File: src/sv/pmca_pkg.sv
`timescale 1ns / 1ps
// -----------------------------------------------------------------------------
// pmca_pkg
// Shared types and constants of the polygon centroid accumulator.
// -----------------------------------------------------------------------------
package pmca_pkg;

    localparam int unsigned COORD_W   = 16;
    localparam int unsigned CROSS_W   = 33;
    localparam int unsigned SUM_W     = 17;
    localparam int unsigned TERM_W    = 50;
    localparam int unsigned CELL_D_W  = 36;
    localparam int unsigned CELL_M_W  = 52;
    localparam int unsigned BODY_D_W  = 52;
    localparam int unsigned BODY_M_W  = 64;
    localparam int unsigned DEN_W     = 54;
    localparam int unsigned STATUS_W  = 2;
    localparam int unsigned OUT_DATA_W = 88;

    localparam logic [STATUS_W-1:0] ST_OK   = 2'd0;
    localparam logic [STATUS_W-1:0] ST_ZERO = 2'd1;
    localparam logic [STATUS_W-1:0] ST_SAT  = 2'd2;

    localparam logic KIND_CELL = 1'b0;
    localparam logic KIND_BODY = 1'b1;

    typedef enum logic [3:0] {
        S_IDLE,
        S_OPEN,
        S_MUL,
        S_CROSS,
        S_MOM,
        S_ACC,
        S_RES,
        S_CHK,
        S_DIVX,
        S_DIVY,
        S_EMIT,
        S_BODY
    } t_state;

    // Commands from the controller to the datapath
    typedef struct packed {
        logic load_in;
        logic start_cell;
        logic edge_close;
        logic mul_en;
        logic cross_en;
        logic mom_en;
        logic acc_en;
        logic set_prev;
        logic res_setup;
        logic div_start;
        logic div_sel_y;
        logic cap_x;
        logic cap_y;
        logic out_load;
        logic body_add;
        logic cell_clear;
        logic all_clear;
        logic kind;
        logic last;
    } t_cmd;

    // Status from the datapath to the controller
    typedef struct packed {
        logic in_cell;
        logic close;
        logic mesh;
        logic d_zero;
        logic div_busy;
        logic div_done;
        logic out_room;
    } t_stat;

endpackage

File: src/sv/pmca_ctrl.sv
`timescale 1ns / 1ps
// -----------------------------------------------------------------------------
// pmca_ctrl
// Sequencer: vertex intake, edge steps, divisions and result emission.
// -----------------------------------------------------------------------------
module pmca_ctrl (
    input  logic            i_clk,
    input  logic            i_rst_n,
    input  logic            i_in_valid,
    output logic            o_in_ready,
    input  pmca_pkg::t_stat i_stat,
    output pmca_pkg::t_cmd  o_cmd
);

    pmca_pkg::t_state r_state, n_state;
    logic             r_kind, n_kind;
    logic             r_close_edge, n_close_edge;

    // State registers
    always_ff @(posedge i_clk) begin
        if (!i_rst_n) begin
            r_state      <= pmca_pkg::S_IDLE;
            r_kind       <= pmca_pkg::KIND_CELL;
            r_close_edge <= 1'b0;
        end else begin
            r_state      <= n_state;
            r_kind       <= n_kind;
            r_close_edge <= n_close_edge;
        end
    end

    // Next state
    always_comb begin
        n_state      = r_state;
        n_kind       = r_kind;
        n_close_edge = r_close_edge;
        case (r_state)
            pmca_pkg::S_IDLE: begin
                if (i_in_valid) n_state = pmca_pkg::S_OPEN;
            end
            pmca_pkg::S_OPEN: begin
                if (!i_stat.in_cell) begin
                    n_close_edge = 1'b1;
                    n_state      = i_stat.close ? pmca_pkg::S_MUL : pmca_pkg::S_IDLE;
                end else begin
                    n_close_edge = 1'b0;
                    n_state      = pmca_pkg::S_MUL;
                end
            end
            pmca_pkg::S_MUL:   n_state = pmca_pkg::S_CROSS;
            pmca_pkg::S_CROSS: n_state = pmca_pkg::S_MOM;
            pmca_pkg::S_MOM:   n_state = pmca_pkg::S_ACC;
            pmca_pkg::S_ACC: begin
                if (r_close_edge) begin
                    n_state = pmca_pkg::S_RES;
                end else if (i_stat.close) begin
                    n_close_edge = 1'b1;
                    n_state      = pmca_pkg::S_MUL;
                end else begin
                    n_state = pmca_pkg::S_IDLE;
                end
            end
            pmca_pkg::S_RES: n_state = pmca_pkg::S_CHK;
            pmca_pkg::S_CHK: begin
                n_state = i_stat.d_zero ? pmca_pkg::S_EMIT : pmca_pkg::S_DIVX;
            end
            pmca_pkg::S_DIVX: begin
                if (i_stat.div_done) n_state = pmca_pkg::S_DIVY;
            end
            pmca_pkg::S_DIVY: begin
                if (i_stat.div_done) n_state = pmca_pkg::S_EMIT;
            end
            pmca_pkg::S_EMIT: begin
                if (i_stat.out_room) begin
                    if (r_kind == pmca_pkg::KIND_CELL) begin
                        n_state = pmca_pkg::S_BODY;
                    end else begin
                        n_kind  = pmca_pkg::KIND_CELL;
                        n_state = pmca_pkg::S_IDLE;
                    end
                end
            end
            pmca_pkg::S_BODY: begin
                if (i_stat.mesh) begin
                    n_kind  = pmca_pkg::KIND_BODY;
                    n_state = pmca_pkg::S_RES;
                end else begin
                    n_state = pmca_pkg::S_IDLE;
                end
            end
            default: n_state = pmca_pkg::S_IDLE;
        endcase
    end

    // Command outputs
    always_comb begin
        o_cmd            = '0;
        o_cmd.kind       = r_kind;
        o_cmd.last       = (r_kind == pmca_pkg::KIND_BODY) || !i_stat.mesh;
        o_cmd.edge_close = r_close_edge;
        o_in_ready       = 1'b0;
        case (r_state)
            pmca_pkg::S_IDLE: begin
                o_in_ready    = 1'b1;
                o_cmd.load_in = i_in_valid;
            end
            pmca_pkg::S_OPEN: begin
                o_cmd.start_cell = !i_stat.in_cell;
            end
            pmca_pkg::S_MUL:   o_cmd.mul_en   = 1'b1;
            pmca_pkg::S_CROSS: o_cmd.cross_en = 1'b1;
            pmca_pkg::S_MOM:   o_cmd.mom_en   = 1'b1;
            pmca_pkg::S_ACC: begin
                o_cmd.acc_en   = 1'b1;
                o_cmd.set_prev = !r_close_edge;
            end
            pmca_pkg::S_RES: o_cmd.res_setup = 1'b1;
            pmca_pkg::S_CHK: o_cmd.div_start = !i_stat.d_zero;
            pmca_pkg::S_DIVX: begin
                o_cmd.cap_x     = i_stat.div_done;
                o_cmd.div_start = i_stat.div_done;
                o_cmd.div_sel_y = 1'b1;
            end
            pmca_pkg::S_DIVY: o_cmd.cap_y = i_stat.div_done;
            pmca_pkg::S_EMIT: begin
                o_cmd.out_load  = i_stat.out_room;
                o_cmd.all_clear = i_stat.out_room && (r_kind == pmca_pkg::KIND_BODY);
            end
            pmca_pkg::S_BODY: begin
                o_cmd.body_add   = 1'b1;
                o_cmd.cell_clear = 1'b1;
            end
            default: o_cmd = '0;
        endcase
    end

`ifndef SYNTH
    a_accept_opens: assert property (@(posedge i_clk) disable iff (!i_rst_n)
        (r_state == pmca_pkg::S_IDLE && i_in_valid) |=> (r_state == pmca_pkg::S_OPEN))
        else $error("accepted vertex did not open a step");
    a_div_idle: assert property (@(posedge i_clk) disable iff (!i_rst_n)
        o_cmd.div_start |-> !i_stat.div_busy)
        else $error("divider started while busy");
    a_out_room: assert property (@(posedge i_clk) disable iff (!i_rst_n)
        o_cmd.out_load |-> i_stat.out_room)
        else $error("result loaded over a waiting result");
`endif

endmodule

File: config.mk
export PLATFORM = sky130hd
export DESIGN_NAME = pmca_ctrl
export DESIGN_NICKNAME = d
export VERILOG_FILES = /design/src/sv/pmca_pkg.sv /design/src/sv/pmca_ctrl.sv
export SDC_FILE = /design/constraint.sdc
export NUM_CORES = 1
export LEC_CHECK = 0
export ABC_AREA = 1
export ABC_CLOCK_PERIOD_IN_PS = 1150
export BUFFER_PORTS_ARGS = -buffer_cell sky130_fd_sc_hd__buf_4
export CORE_MARGIN = 2
export CORE_UTILIZATION = 41
export CTS_BUF_LIST = sky130_fd_sc_hd__clkbuf_2
export DETAILED_ROUTE_END_ITERATION = 8
export PLACE_DENSITY_LB_ADDON = 0.15
export SETUP_SLACK_MARGIN = 0.3
export SLEW_MARGIN = 20
export SYNTH_ARGS = -nofsm -noshare
export SYNTH_HDL_FRONTEND = slang
export SYNTH_SLANG_ARGS = --single-unit
File: constraint.sdc
create_clock -name i_clk -period 1.15 [get_ports i_clk]
set_input_delay 0.0575 -clock i_clk [delete_from_list [all_inputs] [get_ports i_clk]]
set_output_delay 0.0575 -clock i_clk [all_outputs]
set_load 0.02 [all_outputs]
==> results.md, run 1 <==
- Area contributors post-synth: dfxtp_1 (21%), nor2_1 (13%), nand2_1 (10%), inv_1 (9.0%), inv_2 (5.8%)
- Most frequent cell after synthesis: nor2_1
- Gate count after technology mapping: 101
- Die H: 41.79 microns
- Cell Area, Synth: 585.6 sq um
- Number of flops mapped to enable cells by yosys: 0
- CTS Buffer Depth: 2
- Mapped Avg Cell Area: 5.798 sq um
- TritonCTS Buffers: 3
- Initial Util: 0.4444
- Post-synth ARST share: 0
- Commonest cells post-synth: nor2_1 (21), nand2_1 (16), inv_1 (14)
- RePlAce Congestion: 0.8412
- Synth Flop Type: dfxtp_1
- Port buffer count: 28
- Root Driver: clkbuf_2
- Clock sink count: 6
- Largest net degree at the start of global routing: 8
- Status: stopped before the end
- Die X: 41.79 microns
- # H-tree levels: 1
- Post-synth top area cell: dfxtp_1
- Syn Nets: 111
- Sequential share of the synthesized area: 0.2051
- Yosys warns: 0
- Fail Step: global routing
- # IOs: 30
- Dpl hpwl: 1468 microns
- Library cells used by synthesis: 20
- Site Rows: 13
- Worst-path endpoint after global-route repair_timing: o_cmd[11]
- Error Message: [ERROR DPL-0038] Utilization greater than 100%, impossible to legalize
- Synth Register Bits: 6
- Synth top area share: 0.2051
- Worst endpoint type: output port
-- timing repair --
item | CTS
setup buffers | 12
setup endpoints to repair | 26
pin swaps | 13
resized for setup | 31
hold buffers | 0
-- kinds of logic after synthesis --
logic type | count (synthesis) | share of synthesized area
DFF | 6 | 0.2051
AOI/OAI and AO/OA | 12 | 0.1197
and+or+nand+nor | 58 | 0.5021
buffers and inverters | 25 | 0.1731
-- metrics by stage --
step | hold slack, ns | setup WS (ns) | cells | instance area (sq um)
4_1_cts | 0.04623 | -0.1559 | 164 | 1221
3_5_place_dp | 0.2662 | -0.04547 | 148 | 999.7
3_3_place_gp | 0.2675 | -0.02309 | 148 | 999.7
2_1_floorplan | 0.1523 | 0.02127 | 101 | 740.7
==> inputs of run 2 (changes only) <==
- ABC_CLOCK_PERIOD_IN_PS: 1150 -> 1500
- CORE_AREA: default -> 2 2 63 65
- CORE_MARGIN: 2 -> default
- CORE_UTILIZATION: 41 -> default
- CTS_BUF_LIST: sky130_fd_sc_hd__clkbuf_2 -> default
- DIE_AREA: default -> 0 0 65 67
- SETUP_SLACK_MARGIN: 0.3 -> default
- clock period: 1.15 -> 1.5 ns (I/O delays scaled with it)
==> run 2 against run 1 <==
The run now ends clean. Area after synthesis stayed put. Synthesized cell count stayed put.
==> results.md, run 2 <==
- # setup viols final: 0
- Dpl hpwl: 1546 microns
- Total gr overflow: 0
- Status: finished, final reports clean
- Worst hold start: i_rst_n
- Routed via count: 679
- CP max FO: 6
- Reg2reg path depth: 8
- Clk_skew: 0.0009168 ns
- Required @ worst endpoint: 1.42 ns
- Yosys warns: 0
- Final Cycle Share: 0.9131
- Vias per cell: 3.793
- # H-tree levels: 1
- Nets: 143
- RePlAce Congestion: 0.7257
- Gate count after technology mapping: 101
- Most used cells in the layout excluding fill and tap cells: buf_4 (29), nor2_1 (21), nand2_1 (16)
- Layout area overhead: 52.78%
- Number of flops mapped to enable cells by yosys: 0
- Syn Nets: 111
- Largest registers: r_state (4), r_close_edge (1), r_kind (1)
- Final Hold Fails: 0
- Wire per inst: 9.961 microns
- Clock latency on the worst-skew pair: 0.22 ns
- Pwr/cell area: 646.5 nW/um^2
- Initial antenna violation count: 0
- Fill cells: 425
- CP Class: reg -> out
- Initial detailed-routing violation count: 18
- Share of post-route cells with drive strength above 1: 0.4580
- Final Util: 0.2481
- Max reg flops: 4
- Post-synth ARST share: 0
- Most frequent cell after synthesis: nor2_1
- Mapped Avg Cell Area: 5.798 sq um
- Die H: 67 microns
- RR Endpoint: r_state[1]
- MaxCap Viol Count: 0
- Hold WS: 0.06226 ns
- Sequential share of the synthesized area: 0.2051
- Post-synth top area cell: dfxtp_1
- Die area: 4355 sq um
- Vias in the first global route: 691
- Maximum clock frequency: 0.7301 GHz
- CTS tree: done
- Global-route usage over all layers: 0.08903
- Site Rows: 22
- Final wirelength: 1783 microns
- Commonest cells post-synth: nor2_1 (21), nand2_1 (16), inv_1 (14)
- # IOs: 30
- Die X: 65 microns
- Initial Util: 0.1624
- Hold endpoint: r_state[2]
- TritonCTS Buffers: 3
- Nature of the critical path endpoint: output port
- Post-CTS Setup Bufs: 0
- CTS Buffer Depth: 2
- Min Tclk post-route: 1.370 ns
- Area contributors post-synth: dfxtp_1 (21%), nor2_1 (13%), nand2_1 (10%), inv_1 (9.0%), inv_2 (5.8%)
- Final Max Slew Viols: 0
- Worst vdd ir: 0.3217 mV
- Min-Delay Path Depth: 3
- Synth Flop Type: dfxtp_1
- Worst min path class: in -> reg
- Least-Margin Pin Slew: 0.2487 ns
- Library cells used by synthesis: 20
- Hold-fix buffers, CTS: 0
- Power, Total: 578.3 uW
- Synth Register Bits: 6
- # DRC: 0
- Largest Register: r_state
- Max transition margin: 0.8336
- DRT Pass-1 Iters: 4
- CORE AREA: 3606 sq um
- Worst reg2reg path startpoint: r_state[3]
- Setup_tns: 0 ns
- Port buffer count: 28
- Post-CTS sizing: 0
- Detail Route Antenna Nets: 0
- FF-to-FF setup slack: 0.30 ns
- First-pass GRT wire length: 2987 microns
- Commonest non-fill, non-tap cell in the layout: buf_4
- Crit start category: register
- Cell Area, Synth: 585.6 sq um
- Clock sink count: 6
- CP arrival: 1.29 ns
- Largest net degree at the start of global routing: 8
- Synth top area share: 0.2051
- Reg clk slew, reported paths: 0.04 ns
- # diodes: 0
- RSZ-0062 raised after global routing: false
- Leakage: 0.4782 nW
- Root Driver: clkbuf_8
run 2: metal layers:
layer  up-vias  wire length (microns)  GRT usage
met4         0                      0    0.03191
met2        11                    893     0.1559
met1       300                    836     0.1119
li1        368                      -          -
met5         -                      0          0
met3         0                     53    0.01014
run 2: worst max path at each step:
stage	slack [ns]	depth (start not counted)	to	start
5_1_grt	0.01	7	o_cmd[11]	r_state[0]
4_1_cts	0.04	7	o_cmd[11]	r_state[0]
6_report	0.13	7	o_cmd[11]	r_state[0]
3_3_place_gp	0.21	8	r_state[1]	r_state[3]
3_5_place_dp	0.22	8	r_state[1]	r_state[3]
2_1_floorplan	0.24	6	o_cmd[11]	r_state[2]
run 2: cells by family (layout without fill, tap and decap cells):
logic type	count (synthesis)	in the layout	share of synthesized area
buf+inv	25	55	0.1731
compound gates	12	12	0.1197
flops	6	6	0.2051
simple gates	58	58	0.5021
run 2: layout make-up:
type                    count  area (sq um)  area share
inverters                  23         86.33     0.09650
repair buffers             29         217.7      0.2434
well taps                  48         60.06     0.06713
multi-input cells          70         364.1      0.4070
clock buffers               3         41.29     0.04615
flip-flops and latches      6         125.1      0.1399
run 2: where the power goes:
part / total, mW / switching, mW / internal (mW)
sequential: 0.182 / 0.0117 / 0.170
combinational: 0.163 / 0.0963 / 0.0663
clock: 0.234 / 0.0625 / 0.172
total: 0.578 / 0.170 / 0.408
run 2: per-stage QoR:
step | instances | worst slack [ns] | area [sq um]
CTS | 179 | 0.04200 | 889.6
floorplan | 101 | 0.2355 | 585.6
global route | 179 | 0.01357 | 894.6
finish | 179 | 0.1304 | 894.6
global placement | 176 | 0.2104 | 848.3
detailed placement | 176 | 0.2207 | 848.3
run 2: worst max-delay path, cell delays in order, from the launching register on:
cell     delay (ns)
dfxtp_2        0.37
inv_2          0.06
nor2_4         0.15
inv_1          0.11
nor2_4         0.11
inv_2          0.05
nor2_1         0.08
buf_4          0.14
Power figures use the tool's default switching activity.
